## src/sv/assert_macros.svh

```systemverilog
// Assertion helpers shared by the RTL. All checks are clocked on clk and
// are switched off while rst is high.
`ifndef ASSERT_MACROS_SVH
`define ASSERT_MACROS_SVH

// Property must hold at every clock edge outside reset.
`define PRN_ASSERT(label, prop, msg) \
  label: assert property (@(posedge clk) disable iff (rst) (prop)) else $error(msg);

// Expression must never be true outside reset.
`define PRN_NEVER(label, expr, msg) \
  label: assert property (@(posedge clk) disable iff (rst) !(expr)) else $error(msg);

`endif

```

## src/sv/prn_ram.sv

```systemverilog
module prn_ram #(
  parameter int WIDTH = 8,
  parameter int DEPTH = 256,
  parameter int AW    = $clog2(DEPTH)
) (
  input  logic             clk,
  input  logic             wr_en,
  input  logic [AW-1:0]    wr_addr,
  input  logic [WIDTH-1:0] wr_data,
  input  logic             rd_en,
  input  logic [AW-1:0]    rd_addr,
  output logic [WIDTH-1:0] rd_data
);

  logic [WIDTH-1:0] mem [DEPTH];

  always_ff @(posedge clk) begin
    if (wr_en) begin
      mem[wr_addr] <= wr_data;
    end
    if (rd_en) begin
      rd_data <= mem[rd_addr];
    end
  end

endmodule

```

## config.mk

```make
export PLATFORM = sky130hd
export DESIGN_NAME = prn_ram
export DESIGN_NICKNAME = d
export VERILOG_FILES = /design/src/sv/assert_macros.svh /design/src/sv/prn_ram.sv
export SDC_FILE = /design/constraint.sdc
export NUM_CORES = 2
export LEC_CHECK = 0
export BUFFER_PORTS_ARGS = -buffer_cell sky130_fd_sc_hd__buf_4
export CORE_ASPECT_RATIO = 1.4
export CORE_MARGIN = 3
export CORE_UTILIZATION = 50
export CTS_BUF_LIST = sky130_fd_sc_hd__clkbuf_4 sky130_fd_sc_hd__clkbuf_8
export CTS_CLUSTER_SIZE = 28
export DETAILED_ROUTE_END_ITERATION = 12
export PLACE_DENSITY = 0.65
export SLEW_MARGIN = 20
export SYNTH_ARGS = -nofsm -noshare
export SYNTH_HDL_FRONTEND = slang
export SYNTH_SLANG_ARGS = --single-unit
```

## constraint.sdc

```tcl
create_clock -name clk -period 2.7 [get_ports clk]
set_input_delay 0.135 -clock clk [delete_from_list [all_inputs] [get_ports clk]]
set_output_delay 0.135 -clock clk [all_outputs]
set_load 0.01 [all_outputs]
```

==> metrics.cfg <==
[floorplan]
core_um2=157500
die_h_um=478.2
chipWidth_um=343.3
std_cell_rows=172
dieArea_um2=164200
initial_core_util_pct=50.55
pin_count=35

[cts]
h-tree-depth=5
clockRootBuffer=clkbuf_8
clk_pin_slew_ns=0.06
clock_path_buffers=4
clkLatencyLatePin_ns=1.02
cts_tree=built
cts_buffers=306
clock-sinks=2056

[logic_synthesis]
syn_area_um2=79640
synthTopCellsByArea=edfxtp_1, mux4_2, mux2i_1
ys_seq_area_share_pct=77.53
yosysMostFrequentCell=edfxtp_1
synth.largest_area_cell=edfxtp_1
yosys_warnings=0
synth_ff_type=edfxtp_1
synth_common_cells=edfxtp_1, mux4_2, nor2_1, mux2i_1, a22oi_1
syn_nets=3760
synth_edf_count=2056
ys_ff_latch=2056
ys_async_sr_fraction_pct=0
synthCells=3733
syn_avg_cell_area_um2=21.33
synth_cell_type_count=54
netlist.area_leader.share_pct=77.53

[hold_path]
hold_path_class=in -> reg

[timing]
finalSetupTns_ns=0
max_freq_mhz=378.4
worst_slew_pin_slew_ns=0.9395
finalHoldViolations=0
setup_violations=0
fin_ws_ns=0.05703
rsz0062_at_grt=false
period_needed_ns=2.643
drv_slew=0
relSlewSlack_pct=37.13
period_share_pct=97.89
clock_skew_ns=0.07391

[setup_path]
required_ns=3.40
crit_path_end_kind=register
criticalPathCategory=reg -> reg
path_cells=mux4_2, a22o_1, a221oi_2, o32ai_1, nor3_4, nor4_1
critPathMaxFanout=1
slowest_delay_ns=0.52
crit_arrival_ns=3.34
cp-start-kind=register
critical_path_buf_inv_count=0
slowest_stage=a221oi_2
cp_top_family=compound AO/OA/AOI/OAI gates

[place]
dp_cells=6198
io_buffers=34
hpwlAfterDp_um=136400
place_ws_ns=-1.447
gp_congestion=0.8781

[route]
routed_wirelength_um=205100
vias=41040
vias_per_cell=6.078
firstDrtPassIters=5
drtAntennaViolNets=0
wire_per_inst_um=30.38
drt_iter0_drc=4305
drc=0

[power_and_ir_drop]
p_leak_nw=29.88
powerDensity_nw_per_um2=684.2
ir_worst_vdd_v=0.0004642

[global_route]
track_usage_pct=25.44
grt_max_degree=105
grt_pass1_wl_um=298500
grt_overflow=0
antenna_found_initial=16
grt_pass1_vias=42530

[final_layout]
nets=4470
synthToLayoutAreaGrowth_pct=16.26
finalNonFillerCells=6751
layout-drive-gt1-share_pct=33.27

[run_status]
outcome=complete, no violations

[run]
drv_cap=0

timing repair:
item                                    4_1_cts  5_1_grt
hold buffers                                 25        0
endpoints found under the setup margin        3        1
endpoints found under the hold margin      2585        0
resized for setup                            11        1
setup buffers                                 0        0
pin swaps                                     0        0
registers in the layout, indices dropped and copies added (netlist names):
name	cells
rd_data	8
mem	2048
layout by cell type, fill, tap and decap left out, drive strengths merged, types with 12 or more instances in the layout:
master and count:
a211oi 16, a21oi 96, a221oi 14, a22oi 133
buf 604, bufinv 14, clkbuf 391, clkinv 109
dlygate4sd3 25, edfxtp 2056, mux2i 134, mux4 456
nand2 33, nand3 34, nor2 282, nor2b 31
nor3 22, nor4 27, o21ai 12, o221ai 47
o22ai 28
worst reg2reg max path: stages, from the launching register on:
cell,delay [ns]
edfxtp_1,0.37
mux4_2,0.46
a22o_1,0.27
a221oi_2,0.52
o32ai_1,0.30
nor3_4,0.34
nor4_1,0.11
final cells by class:
class | instances | area [µm²]
antenna | 10 | 25.02
fill | 11400 | 64940
tap | 2088 | 2613
clock inverter | 133 | 963.4
sequential | 2056 | 61740
inverter | 2 | 7.507
multi-input combinational | 1442 | 16560
timing repair buffer | 635 | 5848
clock buffer | 385 | 4830
path summary, 6_finish.rpt:
check                                           start              endpoint  slack [ns]  cells after the start
worst max-delay path            mem[208][3]$_DFFE_PP_  rd_data[3]$_DFFE_PP_        0.06                      6
worst min-delay path                            rd_en  rd_data[6]$_DFFE_PP_        0.13                      2
worst max register to register  mem[208][3]$_DFFE_PP_  rd_data[3]$_DFFE_PP_        0.06                      6
worst min register to register   mem[33][5]$_DFFE_PP_  rd_data[5]$_DFFE_PP_        1.20                      7
report_power, final:
part / leakage [nW] / switching, mW / total, mW / internal [mW]
Clock: 3.05 / 11.4 / 24.4 / 13.0
Sequential: 18.5 / 0.0465 / 35.2 / 35.2
Combinational: 8.34 / 2.21 / 3.67 / 1.46
Total: 29.9 / 13.6 / 63.4 / 49.7
through the flow:
| stage | instance area, µm² | power, mW | utilization (%) | hold WS (ns) |
|---|---|---|---|---|
| 2_1_floorplan | 79640 | 37.62 | - | 0.2339 |
| 3_3_place_gp | 86450 | 39.52 | 54.88 | 0.5650 |
| 3_5_place_dp | 86450 | 39.57 | 54.88 | 0.5637 |
| 4_1_cts | 92560 | 63.85 | 58.75 | 0.01931 |
| 5_1_grt | 92570 | 65.40 | 58.77 | 0.06515 |
| 6_report | 92590 | 63.35 | 58.77 | 0.1332 |
cell families after synthesis:
group	after synthesis	share of synthesized area [%]
multiplexers	591	14.60
AO/OA/AOI/OAI	385	3.416
AND/OR/NAND/NOR	466	2.625
buffers and inverters	235	1.829
flip-flops	2056	77.53
layer usage:
metal / GRT usage, % / part of all wire (%) / vias up / routed length, µm
met3: 5.046 / 7.7 / 422 / 15820
met2: 43.45 / 52 / 1878 / 106900
met4: 10.87 / 4.2 / 12 / 8615
li1: - / - / 17120 / -
met5: 0 / 0.042 / - / 87
met1: 31.77 / 36 / 21600 / 73690
Note: power is estimated with default switching activity, not from simulation.
