===== config.mk =====
export PLATFORM = sky130hd
export DESIGN_NAME = prn_divider
export DESIGN_NICKNAME = d
export VERILOG_FILES = /design/src/sv/assert_macros.svh /design/src/sv/prn_pkg.sv /design/src/sv/prn_divider.sv
export SDC_FILE = /design/constraint.sdc
export NUM_CORES = 2
export LEC_CHECK = 0
export BUFFER_PORTS_ARGS = -buffer_cell sky130_fd_sc_hd__buf_4
export CAP_MARGIN = 40
export CORE_ASPECT_RATIO = 0.75
export CORE_MARGIN = 1.5
export CORE_UTILIZATION = 45
export CTS_BUF_LIST = sky130_fd_sc_hd__clkbuf_16
export CTS_CLUSTER_DIAMETER = 120
export DETAILED_ROUTE_END_ITERATION = 10
export GPL_ROUTABILITY_DRIVEN = 0
export PLACE_DENSITY = 0.67
export REMOVE_ABC_BUFFERS = 1
export SLEW_MARGIN = 20
export SYNTH_ARGS = -nofsm -noshare
export SYNTH_HDL_FRONTEND = slang
export SYNTH_SLANG_ARGS = --single-unit
export TNS_END_PERCENT = 20

===== constraint.sdc =====
create_clock -name clk -period 3.7 [get_ports clk]
set_input_delay 0.185 -clock clk [delete_from_list [all_inputs] [get_ports clk]]
set_output_delay 0.185 -clock clk [all_outputs]
set_load 0.1 [all_outputs]

===== src/sv/assert_macros.svh =====
// Assertion helpers shared by the RTL. All checks are clocked on clk and
// are switched off while rst is high.
`ifndef ASSERT_MACROS_SVH
`define ASSERT_MACROS_SVH

// Property must hold at every clock edge outside reset.
`define PRN_ASSERT(label, prop, msg) \
  label: assert property (@(posedge clk) disable iff (rst) (prop)) else $error(msg);

// Expression must never be true outside reset.
`define PRN_NEVER(label, expr, msg) \
  label: assert property (@(posedge clk) disable iff (rst) !(expr)) else $error(msg);

`endif


===== src/sv/prn_pkg.sv =====
package prn_pkg;

  localparam int SRC_HEIGHT  = 64;
  localparam int SRC_WIDTH   = 128;
  localparam int OUT_HEIGHT  = 128;
  localparam int OUT_WIDTH   = 128;
  localparam int FRAME_DEPTH = SRC_HEIGHT * SRC_WIDTH;
  localparam int ADDR_W      = $clog2(FRAME_DEPTH);

  localparam int PIX_W  = 8;
  localparam int IDX_W  = 8;
  localparam int COEF_W = 40;
  localparam int X_W    = IDX_W + 2;
  localparam int PROD_W = COEF_W + X_W;
  localparam int SUM_W  = PROD_W + 2;
  localparam int Q_W    = 16;
  localparam int FRAC_W = 8;
  localparam int DIV_W  = SUM_W + Q_W;
  localparam int DIV_LAT = Q_W + 1;
  localparam int NUM_REGS = 8;

  typedef logic signed [COEF_W-1:0] coef_t;
  typedef logic signed [SUM_W-1:0]  sum_t;

  typedef struct packed {
    coef_t xx;
    coef_t xy;
    coef_t xc;
    coef_t yx;
    coef_t yy;
    coef_t yc;
    coef_t wx;
    coef_t wy;
  } coef_set_t;

  localparam coef_t RST_XX = 40'sd24343606;
  localparam coef_t RST_XY = -40'sd24787112;
  localparam coef_t RST_XC = 40'sd2133741430;
  localparam coef_t RST_YX = 40'sd29221800;
  localparam coef_t RST_YY = 40'sd7539546;
  localparam coef_t RST_YC = -40'sd627230816;
  localparam coef_t RST_WX = -40'sd4024;
  localparam coef_t RST_WY = -40'sd781;

  localparam sum_t ONE_Q24 = sum_t'(1) <<< 24;

  typedef enum logic [$clog2(NUM_REGS)-1:0] {
    REG_XX, REG_XY, REG_XC, REG_YX, REG_YY, REG_YC, REG_WX, REG_WY
  } reg_idx_t;

  // Sideband of one word as it moves down the pipeline.
  typedef struct packed {
    logic             func;
    logic             ok;
    logic [IDX_W-1:0] row;
    logic [IDX_W-1:0] col;
    logic [PIX_W-1:0] pix;
  } prn_item_t;

endpackage


===== src/sv/prn_divider.sv =====
module prn_divider
  import prn_pkg::*;
(
  input  logic           clk,
  input  logic           en,
  input  sum_t           num,
  input  sum_t           den,
  output logic           bad,
  output logic [Q_W-1:0] quo
);

  // One quotient bit per stage, most significant first. The entry stage
  // flags a negative numerator, a non-positive denominator and a quotient
  // that would not fit in Q_W bits.
  logic [DIV_W-1:0] rem   [Q_W+1];
  logic [DIV_W-1:0] dsr   [Q_W+1];
  logic [Q_W-1:0]   qs    [Q_W+1];
  logic             bad_s [Q_W+1];

  logic [DIV_W-1:0] num_u, den_u;

  assign num_u = DIV_W'($unsigned(num));
  assign den_u = DIV_W'($unsigned(den));

  always_ff @(posedge clk) begin
    if (en) begin
      rem[0]   <= num_u << FRAC_W;
      dsr[0]   <= den_u;
      qs[0]    <= '0;
      bad_s[0] <= num[SUM_W-1] | den[SUM_W-1] | (den == '0) |
                  (num_u >= (den_u << FRAC_W));
    end
  end

  for (genvar k = 0; k < Q_W; k++) begin : g_bit
    localparam int B = Q_W - 1 - k;
    logic [DIV_W-1:0] trial;
    logic             take;

    assign trial = dsr[k] << B;
    assign take  = rem[k] >= trial;

    always_ff @(posedge clk) begin
      if (en) begin
        rem[k+1]   <= take ? rem[k] - trial : rem[k];
        dsr[k+1]   <= dsr[k];
        bad_s[k+1] <= bad_s[k];
        qs[k+1]    <= qs[k] | (take ? (Q_W'(1) << B) : '0);
      end
    end
  end

  assign bad = bad_s[Q_W];
  assign quo = qs[Q_W];

endmodule


==> summary.md <==
The flow ran to the end, but the final reports show violations. The checks that failed: design-rule violations, negative setup slack. The total area inside the core boundary comes to 260900 um^2.

The type of the worst setup path is reg -> reg. A synthesized cell averages 10.32 um^2. The internal cell power was 66.65 mW.

For the final worst-path setup slack, the log shows -0.2042 ns. Startpoint of the lowest-slack register-to-register path: dsr[0][273]. The flip-flop cell with the highest count after synthesis was sky130_fd_sc_hd__edfxtp_1. For the finished layout, the period the worst path requires is 3.904 ns.

Of the total power, combinational logic draws 48.8%. The path with the worst hold slack has its endpoint at rem[0][36]. The clock arrives with 0.04664 ns of skew.

The number of cells traversed by the worst register-to-register path works out to 16. Setup repair after global routing could not meet its margin everywhere. The setup slack on the worst flop-to-flop path is -0.20 ns.

Entering global routing, the biggest net connects 157 pins. In this run the worst path has a maximum fanout of 8. Once detailed placement completed, the half-perimeter wirelength came to 215600 um. Sorting the synthesized cells by area gives the leading types as sky130_fd_sc_hd__edfxtp_1, sky130_fd_sc_hd__ha_1, sky130_fd_sc_hd__a21oi_1. The tools report the sequential area share after synthesis as 49.77%. The fraction of registers with async set/reset was 0%. The switching share of total power was 37.26%. Max-slew violation count: 0. For this configuration, the core starts out at a cell density of 45.45%. The number of global-route vias before repair is 90480.

The cell depth of the worst hold path was 2; the detailed-route DRC error count was 2. The clock network is responsible for 17.8% of the overall power. The number of antenna violations at the first check in global routing was 2; the count of filler cells inserted in the layout was 20690. The number of warnings printed during yosys synthesis was 0; the share of the synthesized area in the top cell type was 49.77%. In this run the horizontal extent of the chip is 595.7 um.

STA puts the critical path data arrival time at 4.48 ns. Slew at the pin with the worst max-slew slack: 0.9197 ns. The synthesized design contains 1965 register bits. The clock passes through at most 4 buffers. The number of endpoints failing setup at the final stage is 125, and the number of placed cells counting well taps is 16020. The tools report the cell at the root of the clock tree as sky130_fd_sc_hd__clkbuf_16. For the synthesized instance count, the log shows 11490. TritonCTS built the clock tree. The sort of element at the end of the critical path was a flip-flop. The count of nets left with antenna violations once routing finished came out at 0. At the later pin of the worst-skew pair, clock insertion delay measures 0.86 ns. After the flow finishes, the layout carries non-filler instances totaling 16660. The type of the most critical hold path was in -> reg. The worst setup path is launched from a flip-flop. Summed over all instances, the cell type with the most area after synthesis is sky130_fd_sc_hd__edfxtp_1. The run gives 4.28 ns as the critical path required time.

Counting distinct cell types in the post-synthesis netlist gives 106. Detailed routing inserted a total of 93490 vias. The terminus of the critical flop-to-flop path was rem[0][407]. The first-pass detailed-route iteration total was 10. The tree built by TritonCTS fans out to 1965 sinks. Sequential cells account for 33.4% of the total power.

The first global-routing pass estimated 462300 um of wire. The share of the core filled with cells in the final layout was 55.78%; the synthesis-to-finish area growth was 22.73%. Summing every instance area after synthesis gives 118600 um^2.

The die height works out to 447.5 um. In the finished design, the share of the clock period the worst path needs comes to 105.5%. After global routing the overflow that remains totals 0. CTS built an H-tree with a depth of 4. In the final layout, the share of cells above drive strength 1 is 19.87%.

After clock tree synthesis, the clock-pin slew on the worst setup and hold paths is 0.06 ns. The number of nets in the layout is 14060, and the count of pins on the block boundary is 123. In this run the power density over the cells is 730.0 nW/um^2. The worst min-delay path startpoint was num[28]. The worst pin sits at a relative slew slack of 38.12%. After the first detailed-routing iteration, the DRC count stood at 8361. The floorplan has 162 rows. The run gives 39.58 mW as the switching power. In the routed layout, each cell is associated on average with a via count of 5.611. Total power for the finished layout comes to 106.2 mW. Derived from the worst setup path, the maximum achievable clock frequency is 0.2561 GHz. Max-cap violations in this run came to 0. The run gives 0 as the number of hold violations in the final report.

The TritonCTS buffer count came out at 199. Global routing consumed, over all layers together, 21.11% of the routing resources. On the final layout, the worst hold slack is 0.07486 ns. The static leakage is 60.69 nW, and the port buffer count is 122. IR analysis of the VDD net gives a maximum drop of 444.3 uV. Dividing the detail-routed wire length by the instance count gives 17.89 um. Yosys mapped a number of flops with a built-in enable equal to 1965. The final wirelength was 298100 um; the floorplan die area was 266600 um^2.
==> worst max-delay path, stage by stage, from the launching register on <==
cell and delay (ns):
sky130_fd_sc_hd__edfxtp_1 0.35, sky130_fd_sc_hd__inv_1 0.05, sky130_fd_sc_hd__ha_1 0.31, sky130_fd_sc_hd__nor2b_4 0.14, sky130_fd_sc_hd__o2111ai_2 0.21, sky130_fd_sc_hd__a21oi_2 0.11
sky130_fd_sc_hd__o311ai_2 0.29, sky130_fd_sc_hd__buf_4 0.18, sky130_fd_sc_hd__a31oi_4 0.13, sky130_fd_sc_hd__a211o_1 0.37, sky130_fd_sc_hd__a41o_1 0.27, sky130_fd_sc_hd__a2111oi_4 0.39
sky130_fd_sc_hd__nor3b_4 0.29, sky130_fd_sc_hd__buf_12 0.19, sky130_fd_sc_hd__or4_4 0.17, sky130_fd_sc_hd__nor4_2 0.05, sky130_fd_sc_hd__xor2_1 0.15
==> Yosys cell counts (50+ instances only) <==
cell type / n
sky130_fd_sc_hd__nand3_1: 191
sky130_fd_sc_hd__xnor2_1: 460
sky130_fd_sc_hd__mux2_2: 125
sky130_fd_sc_hd__nand2_1: 1008
sky130_fd_sc_hd__nand2b_1: 110
sky130_fd_sc_hd__clkbuf_1: 328
sky130_fd_sc_hd__nor3_1: 140
sky130_fd_sc_hd__and2_1: 50
sky130_fd_sc_hd__edfxtp_1: 1965
sky130_fd_sc_hd__or3_1: 50
sky130_fd_sc_hd__nor2b_1: 119
sky130_fd_sc_hd__ha_1: 868
sky130_fd_sc_hd__inv_1: 1100
sky130_fd_sc_hd__and3_1: 84
sky130_fd_sc_hd__a211oi_1: 59
sky130_fd_sc_hd__o21bai_1: 128
sky130_fd_sc_hd__a21o_1: 499
sky130_fd_sc_hd__nor2_1: 670
sky130_fd_sc_hd__a31oi_1: 95
sky130_fd_sc_hd__nor4_1: 90
sky130_fd_sc_hd__o31ai_1: 71
sky130_fd_sc_hd__nand4_1: 208
sky130_fd_sc_hd__xor2_1: 355
sky130_fd_sc_hd__o21a_1: 89
sky130_fd_sc_hd__o21ai_0: 898
sky130_fd_sc_hd__a21oi_1: 1072
==> routing by layer <==
layer	up-vias	track usage [%]	wire [um]
li1	45090	-	-
met1	43110	25.55	121100
met2	4156	36.82	141100
met3	1135	2.467	16580
met4	0	11.47	19270
met5	-	0	0
==> kinds of logic after synthesis <==
| family | Yosys count | synth area share (%) |
|---|---|---|
| adders and majority gates | 883 | 9.413 |
| buffers and inverters | 1497 | 4.789 |
| muxes | 133 | 1.255 |
| AOI/OAI and AO/OA | 3298 | 17.04 |
| xor gates and xnor gates | 815 | 6.020 |
| and+or+nand+nor | 2903 | 11.71 |
| DFF | 1965 | 49.77 |
==> per-stage QoR <==
stage	TNS, ns	worst slack, ns	cell area, um^2
finish	-11.61	-0.2042	145500
global route	-38.17	-0.3105	145500
CTS	-3.918	-0.1022	142200
detailed placement	-158.69	-0.7722	133000
global placement	-125.61	-0.7549	133000
floorplan	-1296.82	-4.629	117000
==> how the worst max path moves through the flow <==
stage                      from            to  cells past startpoint
finish              dsr[0][273]   rem[0][407]                     16
detailed placement  dsr[0][136]   rem[0][267]                     16
global placement    rem[0][149]   rem[0][267]                     17
floorplan           rem[0][893]  rem[0][1016]                     12
global route        rem[0][284]   rem[0][407]                     15
CTS                 dsr[0][273]   rem[0][386]                     15
==> timing repair <==
item	CTS	global route
pin swaps	104	247
gates cloned	10	15
hold endpoints to repair	139	0
hold buffers	105	0
gates resized for setup	308	501
setup buffers	49	117
setup endpoints to repair	695	691
==> state kept, by name, indices dropped and copies added (netlist names) <==
register,cells
bad_s,17
dsr,832
qs,136
rem,980
==> power groups by stage <==
stage / logic (mW) / clock network [mW] / registers [mW]
2_1_floorplan: 31.7 / 0 / 34.3
3_3_place_gp: 45.3 / 0 / 35.6
3_5_place_dp: 46.9 / 0 / 35.6
4_1_cts: 48.5 / 19.3 / 35.2
5_1_grt: 56.5 / 20.2 / 35.9
6_report: 51.9 / 18.9 / 35.5
==> final cells by class <==
class / instances / area (um^2) / area share (%)
sequential: 1965 / 59010 / 40.55
multi-input combinational: 8033 / 57280 / 39.36
timing repair buffer: 1769 / 14750 / 10.14
clock buffer: 202 / 5055 / 3.474
tap: 3444 / 4309 / 2.961
inverter: 1101 / 4139 / 2.844
clock inverter: 146 / 965.9 / 0.6638
antenna: 3 / 7.507 / 0.005159
==> cell usage in the layout (no fill, tap or decap), types with 117 or more instances in the layout <==
master / netlist / routed
sky130_fd_sc_hd__nor2_1: 670 / 646
sky130_fd_sc_hd__buf_4: 6 / 1553
sky130_fd_sc_hd__o21ai_0: 898 / 791
sky130_fd_sc_hd__ha_1: 868 / 811
sky130_fd_sc_hd__xor2_1: 355 / 353
sky130_fd_sc_hd__inv_1: 1100 / 1118
sky130_fd_sc_hd__nand3_1: 191 / 184
sky130_fd_sc_hd__o21bai_1: 128 / 124
sky130_fd_sc_hd__a21o_1: 499 / 498
sky130_fd_sc_hd__a21oi_1: 1072 / 1004
sky130_fd_sc_hd__nor3_1: 140 / 117
sky130_fd_sc_hd__nand4_1: 208 / 208
sky130_fd_sc_hd__edfxtp_1: 1965 / 1965
sky130_fd_sc_hd__clkbuf_16: 0 / 212
sky130_fd_sc_hd__nand2_1: 1008 / 1000
sky130_fd_sc_hd__xnor2_1: 460 / 459
Note: power is estimated with default switching activity, not from simulation.
